===== src/rtl/rtcdve_pkg.sv =====
`timescale 1ns / 1ps
// ============================================================================
// rtcdve_pkg: shared types and helpers for the calendar date encoder
// Holds the request and response records, the range limits, and small
// lookup functions for month lengths, the shifted-month day term and BCD.
// ============================================================================
package rtcdve_pkg;

    // One request: a calendar date and time plus a free weekday field.
    typedef struct packed {
        logic [13:0] year_full;
        logic [7:0]  month_num;
        logic [7:0]  day_of_month;
        logic [7:0]  hour_num;
        logic [7:0]  minute_num;
        logic [7:0]  second_num;
        logic [7:0]  weekday_num;
    } t_req;

    // One response: status, the clock chip register bytes and the epoch count.
    typedef struct packed {
        logic        status_code;
        logic [7:0]  bcd_second;
        logic [7:0]  bcd_minute;
        logic [7:0]  bcd_hour;
        logic [7:0]  bcd_day;
        logic [7:0]  bcd_month;
        logic [7:0]  bcd_year;
        logic [2:0]  bcd_weekday;
        logic [31:0] epoch_seconds;
    } t_rsp;

    localparam logic [13:0] YEAR_LOW     = 14'd2000;
    localparam logic [13:0] YEAR_HIGH    = 14'd2099;
    localparam logic [7:0]  HOUR_LIMIT   = 8'd24;
    localparam logic [7:0]  MINSEC_LIMIT = 8'd60;
    localparam logic [7:0]  HOUR24_FLAG  = 8'h80;
    localparam logic        STATUS_OK    = 1'b0;
    localparam logic        STATUS_BAD   = 1'b1;

    // Day offset that ties the shifted year 1999 origin to 1970-01-01. Within the
    // shifted years 1999..2099 the century terms y/100 and y/400 always
    // net out to -15, so only y/4 and 365*y vary with the year.
    localparam logic [15:0] DAY_BIAS     = 16'd10620;

    // Length of a month; zero for codes that are not months.
    function automatic logic [4:0] month_len(input logic [3:0] mo, input logic leap);
        logic [4:0] len;
        case (mo) inside
            4'd2:                                     len = leap ? 5'd29 : 5'd28;
            4'd4, 4'd6, 4'd9, 4'd11:                  len = 5'd30;
            4'd1, 4'd3, 4'd5, 4'd7, 4'd8, 4'd10, 4'd12: len = 5'd31;
            default:                                  len = 5'd0;
        endcase
        return len;
    endfunction

    // floor(367 * m / 12) for the shifted month m (March is 1).
    function automatic logic [8:0] month_term(input logic [3:0] m);
        logic [8:0] term;
        case (m)
            4'd1:    term = 9'd30;
            4'd2:    term = 9'd61;
            4'd3:    term = 9'd91;
            4'd4:    term = 9'd122;
            4'd5:    term = 9'd152;
            4'd6:    term = 9'd183;
            4'd7:    term = 9'd214;
            4'd8:    term = 9'd244;
            4'd9:    term = 9'd275;
            4'd10:   term = 9'd305;
            4'd11:   term = 9'd336;
            4'd12:   term = 9'd367;
            default: term = 9'd0;
        endcase
        return term;
    endfunction

    // Packed BCD of a value below 100. The tens digit comes from a
    // multiply by the reciprocal of ten, exact over this range.
    function automatic logic [7:0] to_bcd(input logic [6:0] v);
        logic [14:0] prod;
        logic [3:0]  tens;
        logic [6:0]  ones;
        prod = {8'd0, v} * 15'd205;
        tens = prod[14:11];
        ones = v - 7'({tens, 3'd0} + {2'd0, tens, 1'b0});
        return {tens, ones[3:0]};
    endfunction

endpackage


===== src/rtl/rtc_date_validate_encode.sv =====
`timescale 1ns / 1ps
// ============================================================================
// rtc_date_validate_encode: calendar date check, BCD and epoch encoder
// Checks a calendar date and time, packs it into clock chip BCD register
// bytes and counts the seconds since 1970-01-01 00:00:00.
// ============================================================================
//
//  channel   direction  handshake            payload
//  --------  ---------  -------------------  ----------------------
//  request   in         i_valid / o_stall    i_req  (t_req)
//  response  out        o_valid / i_stall    o_rsp  (t_rsp)
//
//  Every request yields exactly one response. One request can enter every
//  cycle while the response side is not stalled.
//  The five stages come from the range check, the day count, and the chain
//  of three constant multiplies (by 24, 60 and 60) that turn the day count
//  into seconds, one multiply per stage.
//  Reset clears only the stage valid bits; payload registers are not reset.
//  A stall on the response side holds each full stage; empty stages still
//  fill, so bubbles are squeezed out before the input side is stalled.
//
// Stage 1 checks the ranges and forms the shifted year and month.
// Stage 2 forms the day count and the BCD bytes, zeroed for a bad request.
// Stages 3 to 5 scale days to hours, minutes and seconds.
module rtc_date_validate_encode (
    input  logic              i_clk,
    input  logic              i_rst_n,
    input  logic              i_valid,
    output logic              o_stall,
    input  rtcdve_pkg::t_req  i_req,
    output logic              o_valid,
    input  logic              i_stall,
    output rtcdve_pkg::t_rsp  o_rsp
);
    import rtcdve_pkg::*;

    // Stage valid bits and the ready chain that runs back from the output.
    logic r_v1, r_v2, r_v3, r_v4, r_v5;
    logic w_rdy1, w_rdy2, w_rdy3, w_rdy4, w_rdy5;

    // Stage 1 registers.
    logic       r_s1_ok;
    logic [6:0] r_s1_t;
    logic [8:0] r_s1_mterm;
    logic [6:0] r_s1_yoff;
    logic [3:0] r_s1_mo;
    logic [4:0] r_s1_dy;
    logic [4:0] r_s1_hr;
    logic [5:0] r_s1_mn;
    logic [5:0] r_s1_sc;
    logic [2:0] r_s1_wd;

    // Stage 2 to 5 registers.
    logic [15:0] r_s2_days;
    t_rsp        r_s2_rsp;
    t_rsp        r_s3_rsp;
    t_rsp        r_s4_rsp;
    t_rsp        r_s5_rsp;
    logic [20:0] r_s3_dh;
    logic [26:0] r_s4_dhm;

    // Next values.
    logic       n_s1_ok;
    logic [6:0] n_s1_t;
    logic [8:0] n_s1_mterm;
    logic [6:0] n_s1_yoff;
    logic [15:0] n_s2_days;
    t_rsp        n_s2_rsp;
    logic [20:0] n_s3_dh;
    logic [26:0] n_s4_dhm;
    t_rsp        n_s5_rsp;

    // Stage 1 working signals.
    logic        w_year_ok;
    logic        w_month_ok;
    logic        w_day_ok;
    logic        w_time_ok;
    logic        w_early;
    logic [13:0] w_yoff_full;
    logic [3:0]  w_mshift;

    assign w_rdy5  = !r_v5 || !i_stall;
    assign w_rdy4  = !r_v4 || w_rdy5;
    assign w_rdy3  = !r_v3 || w_rdy4;
    assign w_rdy2  = !r_v2 || w_rdy3;
    assign w_rdy1  = !r_v1 || w_rdy2;
    assign o_stall = !w_rdy1;
    assign o_valid = r_v5;
    assign o_rsp   = r_s5_rsp;

    // Range checks. Within 2000..2099 the leap rule reduces to a multiple
    // of four, since 2000 is a multiple of 400. A month of zero has length
    // zero, so any day fails it.
    always_comb begin
        w_year_ok   = (i_req.year_full >= YEAR_LOW) && (i_req.year_full <= YEAR_HIGH);
        w_month_ok  = (i_req.month_num >= 8'd1) && (i_req.month_num <= 8'd12);
        w_day_ok    = (i_req.day_of_month != 8'd0) && w_month_ok &&
                      (i_req.day_of_month <=
                       {3'd0, month_len(i_req.month_num[3:0],
                                        i_req.year_full[1:0] == 2'd0)});
        w_time_ok   = (i_req.hour_num < HOUR_LIMIT) &&
                      (i_req.minute_num < MINSEC_LIMIT) &&
                      (i_req.second_num < MINSEC_LIMIT);
        n_s1_ok     = w_year_ok && w_month_ok && w_day_ok && w_time_ok;

        // January and February count as months 11 and 12 of the year before.
        w_early     = (i_req.month_num[3:0] <= 4'd2);
        w_yoff_full = i_req.year_full - YEAR_LOW;
        n_s1_yoff   = w_yoff_full[6:0];
        n_s1_t      = 7'(n_s1_yoff + 7'd1 - {6'd0, w_early});
        w_mshift    = w_early ? 4'(i_req.month_num[3:0] + 4'd10)
                              : 4'(i_req.month_num[3:0] - 4'd2);
        n_s1_mterm  = month_term(w_mshift);
    end

    // Day count from the shifted-year origin, and the register bytes.
    always_comb begin
        n_s2_days = DAY_BIAS + 16'(r_s1_t * 16'd365) + 16'((r_s1_t + 7'd3) >> 2)
                  + {7'd0, r_s1_mterm} + {11'd0, r_s1_dy};
        n_s2_rsp  = '0;
        if (r_s1_ok) begin
            n_s2_rsp.status_code = STATUS_OK;
            n_s2_rsp.bcd_second  = to_bcd({1'b0, r_s1_sc});
            n_s2_rsp.bcd_minute  = to_bcd({1'b0, r_s1_mn});
            n_s2_rsp.bcd_hour    = to_bcd({2'd0, r_s1_hr}) | HOUR24_FLAG;
            n_s2_rsp.bcd_day     = to_bcd({2'd0, r_s1_dy});
            n_s2_rsp.bcd_month   = to_bcd({3'd0, r_s1_mo});
            n_s2_rsp.bcd_year    = to_bcd(r_s1_yoff);
            n_s2_rsp.bcd_weekday = r_s1_wd;
        end else begin
            n_s2_rsp.status_code = STATUS_BAD;
        end
    end

    // Hours, minutes and seconds ride along to be added at their stage.
    logic [4:0] r_s2_hr;
    logic [5:0] r_s2_mn, r_s3_mn;
    logic [5:0] r_s2_sc, r_s3_sc, r_s4_sc;

    // Scale to seconds, one constant multiply per stage.
    always_comb begin
        n_s3_dh  = 21'({5'd0, r_s2_days} * 21'd24);
        n_s4_dhm = 27'({6'd0, r_s3_dh} * 27'd60);
        n_s5_rsp = r_s4_rsp;
        n_s5_rsp.epoch_seconds = r_s4_rsp.status_code ? 32'd0
                               : 32'({5'd0, r_s4_dhm} * 32'd60) + {26'd0, r_s4_sc};
    end

    always_ff @(posedge i_clk) begin
        if (!i_rst_n) begin
            r_v1 <= 1'b0;
            r_v2 <= 1'b0;
            r_v3 <= 1'b0;
            r_v4 <= 1'b0;
            r_v5 <= 1'b0;
        end else begin
            if (w_rdy1) begin
                r_v1 <= i_valid;
            end
            if (w_rdy2) begin
                r_v2 <= r_v1;
            end
            if (w_rdy3) begin
                r_v3 <= r_v2;
            end
            if (w_rdy4) begin
                r_v4 <= r_v3;
            end
            if (w_rdy5) begin
                r_v5 <= r_v4;
            end
        end
    end

    always_ff @(posedge i_clk) begin
        if (w_rdy1 && i_valid) begin
            r_s1_ok    <= n_s1_ok;
            r_s1_t     <= n_s1_t;
            r_s1_mterm <= n_s1_mterm;
            r_s1_yoff  <= n_s1_yoff;
            r_s1_mo    <= i_req.month_num[3:0];
            r_s1_dy    <= i_req.day_of_month[4:0];
            r_s1_hr    <= i_req.hour_num[4:0];
            r_s1_mn    <= i_req.minute_num[5:0];
            r_s1_sc    <= i_req.second_num[5:0];
            r_s1_wd    <= i_req.weekday_num[2:0];
        end
        if (w_rdy2 && r_v1) begin
            r_s2_days <= n_s2_days;
            r_s2_rsp  <= n_s2_rsp;
            r_s2_hr   <= r_s1_hr;
            r_s2_mn   <= r_s1_mn;
            r_s2_sc   <= r_s1_sc;
        end
        if (w_rdy3 && r_v2) begin
            r_s3_dh  <= n_s3_dh + {16'd0, r_s2_hr};
            r_s3_rsp <= r_s2_rsp;
            r_s3_mn  <= r_s2_mn;
            r_s3_sc  <= r_s2_sc;
        end
        if (w_rdy4 && r_v3) begin
            r_s4_dhm <= n_s4_dhm + {21'd0, r_s3_mn};
            r_s4_rsp <= r_s3_rsp;
            r_s4_sc  <= r_s3_sc;
        end
        if (w_rdy5 && r_v4) begin
            r_s5_rsp <= n_s5_rsp;
        end
    end

`ifndef SYNTHESIS
    // A rejected response carries nothing but its status.
    a_bad_is_zero: assert property (@(posedge i_clk) disable iff (!i_rst_n)
        o_valid && o_rsp.status_code |->
            o_rsp.epoch_seconds == 32'd0 && o_rsp.bcd_hour == 8'd0 &&
            o_rsp.bcd_year == 8'd0 && o_rsp.bcd_weekday == 3'd0)
        else $error("rejected response carries nonzero fields");

    // An accepted response has the 24-hour flag and a time in 2000..2099.
    a_good_range: assert property (@(posedge i_clk) disable iff (!i_rst_n)
        o_valid && !o_rsp.status_code |->
            o_rsp.bcd_hour[7] && o_rsp.epoch_seconds >= 32'd946684800 &&
            o_rsp.epoch_seconds <= 32'd4102444799)
        else $error("accepted response out of range");

    // A request taken at the input fills the first stage.
    a_take_fills: assert property (@(posedge i_clk) disable iff (!i_rst_n)
        i_valid && !o_stall |=> r_v1)
        else $error("accepted request lost at stage one");

    // The input side is only stalled when every stage holds a request.
    a_stall_full: assert property (@(posedge i_clk) disable iff (!i_rst_n)
        o_stall |-> r_v1 && r_v2 && r_v3 && r_v4 && r_v5 && i_stall)
        else $error("input stalled with a free stage");
`endif

endmodule

===== config.mk =====
export PLATFORM = sky130hd
export DESIGN_NAME = rtc_date_validate_encode
export DESIGN_NICKNAME = d
export VERILOG_FILES = /design/src/rtl/rtcdve_pkg.sv /design/src/rtl/rtc_date_validate_encode.sv
export SDC_FILE = /design/constraint.sdc
export NUM_CORES = 1
export LEC_CHECK = 0
export ABC_AREA = 1
export BUFFER_PORTS_ARGS = -buffer_cell sky130_fd_sc_hd__buf_2
export CORE_ASPECT_RATIO = 1.75
export CORE_UTILIZATION = 63
export DETAILED_ROUTE_END_ITERATION = 16
export GPL_TIMING_DRIVEN = 0
export PLACE_DENSITY_LB_ADDON = 0.08
export SLEW_MARGIN = 20
export SYNTH_ARGS = -nofsm -noshare
export SYNTH_HDL_FRONTEND = slang
export SYNTH_SLANG_ARGS = --single-unit

===== constraint.sdc =====
create_clock -name i_clk -period 7.6 [get_ports i_clk]
set_clock_uncertainty 0.2 [all_clocks]
set_input_delay 1.52 -clock i_clk [delete_from_list [all_inputs] [get_ports i_clk]]
set_output_delay 1.52 -clock i_clk [all_outputs]
set_load 0.05 [all_outputs]

==> flow_summary.ini <==
[run_status]
outcome = completed

[placed_design]
place.gp.congestion = 0.9426
dp_hpwl_microns = 47720
portBuffers = 138
place_area_sq_um = 28860
place_inst = 3506

[floorplan]
initial_core_util = 0.6389
die_w_microns = 159.0
io-pin-count = 152
core-area_sq_um = 42540
die_y_microns = 276.8
die_area_sq_um = 44010
num_rows = 100

[synth]
synth-edff-count = 360
syn_avg_cell_area_sq_um = 9.741
netlist.area_leader.share = 0.3978
synth_cells = 2790
ys_ff_latch = 365
synthArstFlopShare = 0
ys_warn_count = 0
synthDistinctLibCells = 55
synthFlopType = edfxtp_1
seq_area_frac_synth = 0.4015
yosys-top-cells-area = edfxtp_1, ha_1, fa_1
syn_area_sq_um = 27180
yosysMostFrequentCell = inv_1
ys_top_cells_by_count = inv_1, nand2_1, edfxtp_1, ha_1, nor2_1
synth.largest_area_cell = edfxtp_1

[clock_tree]
cts_resized = 0
clk_latency_ns = 0.54
clk_path_buf_depth = 3
path_clk_slew_ns = 0.06
ctsHtreeMaxLevel = 2
cts_tree = done
cts_setup_buffers = 0
numCtsBuffers = 34
cts-root-buf = clkbuf_16
cts_hold_buf = 0
numClockSinks = 365

[critical_path]
critical_path_class = reg -> reg
cp_data_arrival_time_ns = 5.33
reg2regPathDepth = 20
cp_max_fo = 7
crit_path_end_kind = flip-flop
required_ns = 7.67
cp-start-kind = flip-flop

[timing]
worstMarginPinSlew_ns = 0.9045
slew_headroom = 0.3970
fmax_mhz = 190.1
min_period_over_period = 0.6921
setup_viol = 0
drv_slew = 0
rsz0062_at_grt = false
hold_viol = 0
period_needed_ns = 5.260
setup_tns_ns = 0

[global_route]
antenna_found_initial = 2
grt_usage = 0.2707
grt_max_degree = 61
grt_overflow = 0
grt_pass1_vias = 20010
grt_pass1_wl_microns = 93760

[drt]
routed_wl_microns = 57730
ant_nets = 0
drtIter0Drc = 770
via_count = 19060
drc = 0
vias_per_cell = 5.354
wl_per_cell_microns = 16.21
dr.pass1.iters = 5

[cells_and_area]
n_antenna_cell = 0
drive_gt1_frac = 0.09733
fin_util = 0.7039
nNetsFinal = 3535
syn_to_final_growth_pct = 10.18
fin_cells = 3561
final_cell_area_sq_um = 29940

[min_path]
worstHoldPathType = reg -> reg
hold_depth = 0

[run]
maxCapViolations = 0
[metrics by stage]
step | setup slack, ns | hold slack, ns
6_report | 2.340 | 0.1994
3_5_place_dp | 2.319 | 0.2045
5_1_grt | 2.064 | 0.2099
3_3_place_gp | -0.6286 | 0.2005
2_1_floorplan | 1.642 | 0.2003
4_1_cts | 2.317 | 0.1968
[cells by family (layout without fill, tap and decap cells)]
family,Yosys count,count (layout),share of synthesized area
flops,365,365,0.4015
other cells,1,8,0.0001380
simple gates,984,984,0.1600
compound gates,242,242,0.04912
fa+ha+maj,488,488,0.2678
xor+xnor,115,115,0.03817
buf+inv,595,798,0.08333
[per-layer routing]
layer / track usage / part of all wire
met1: 0.2401 / 0.33
met3: 0.03280 / 0.031
met5: 0 / 0.00017
met2: 0.5525 / 0.57
met4: 0.1785 / 0.072
[layout by cell type (no fill, tap or decap), types with 5 or more instances in the layout]
cell type,n
nand3b_1,12
or2_2,9
clkbuf_1,11
conb_1,8
o21ai_0,60
nor4_1,5
o21bai_1,8
xor2_1,68
a21o_1,8
buf_16,5
nor2_4,12
a21oi_1,130
buf_4,8
nor2_2,12
buf_2,139
inv_2,10
nor3_1,14
nand2_1,509
o31ai_1,6
ha_1,332
nor2_1,205
clkinv_1,7
nand4_1,39
inv_1,564
xnor2_1,43
nand3_1,119
dfxtp_1,5
clkbuf_16,34
nand2_2,22
edfxtp_1,360
buf_12,5
nand3_2,8
fa_1,156
[area by class of cell]
class                           instances  area, sq um
Tap cell                              561        701.9
Clock buffer                           39        869.6
Fill cell                            3245        12600
Inverter                              578         2172
Sequential cell                       365        10910
Timing Repair Buffer                  148        928.4
Buffer                                 17        95.09
Clock inverter                         16        211.5
Multi-Input combinational cell       1837        14050
[flip-flops by register name, summed over array words and instances, names as in the netlist, 9 cells and up]
| name | flops |
|---|---|
| o_rsp | 76 |
| n_s5_rsp | 44 |
| r_s2_rsp | 44 |
| r_s3_rsp | 44 |
| r_s4_dhm | 27 |
| r_s3_dh | 21 |
| r_s2_days | 16 |
| r_s1_mterm | 9 |
[critical path, cell delays in order, from the launching register on]
cell	delay, ns
edfxtp_1	0.56
inv_1	0.14
fa_1	0.55
inv_1	0.04
ha_1	0.26
inv_1	0.04
fa_1	0.47
inv_1	0.06
fa_1	0.54
inv_1	0.06
fa_1	0.53
inv_1	0.07
ha_1	0.27
nand3_1	0.06
nand2_1	0.11
inv_1	0.05
o21a_1	0.21
o21ai_0	0.29
a31oi_1	0.19
o21ai_0	0.23
xor2_1	0.09
[worst paths after layout]
path                                    from            end  slack (ns)
worst max-delay path               r_s1_t[0]  r_s2_days[13]        2.34
worst min-delay path            r_s3_rsp[69]   n_s5_rsp[69]        0.20
worst max register to register     r_s1_t[0]  r_s2_days[13]        2.34
worst min register to register  r_s3_rsp[69]   n_s5_rsp[69]        0.20
Power is left out: the tool's default activity adds up to more than one toggle a clock period on the data nets, which glitch-free logic cannot reach.
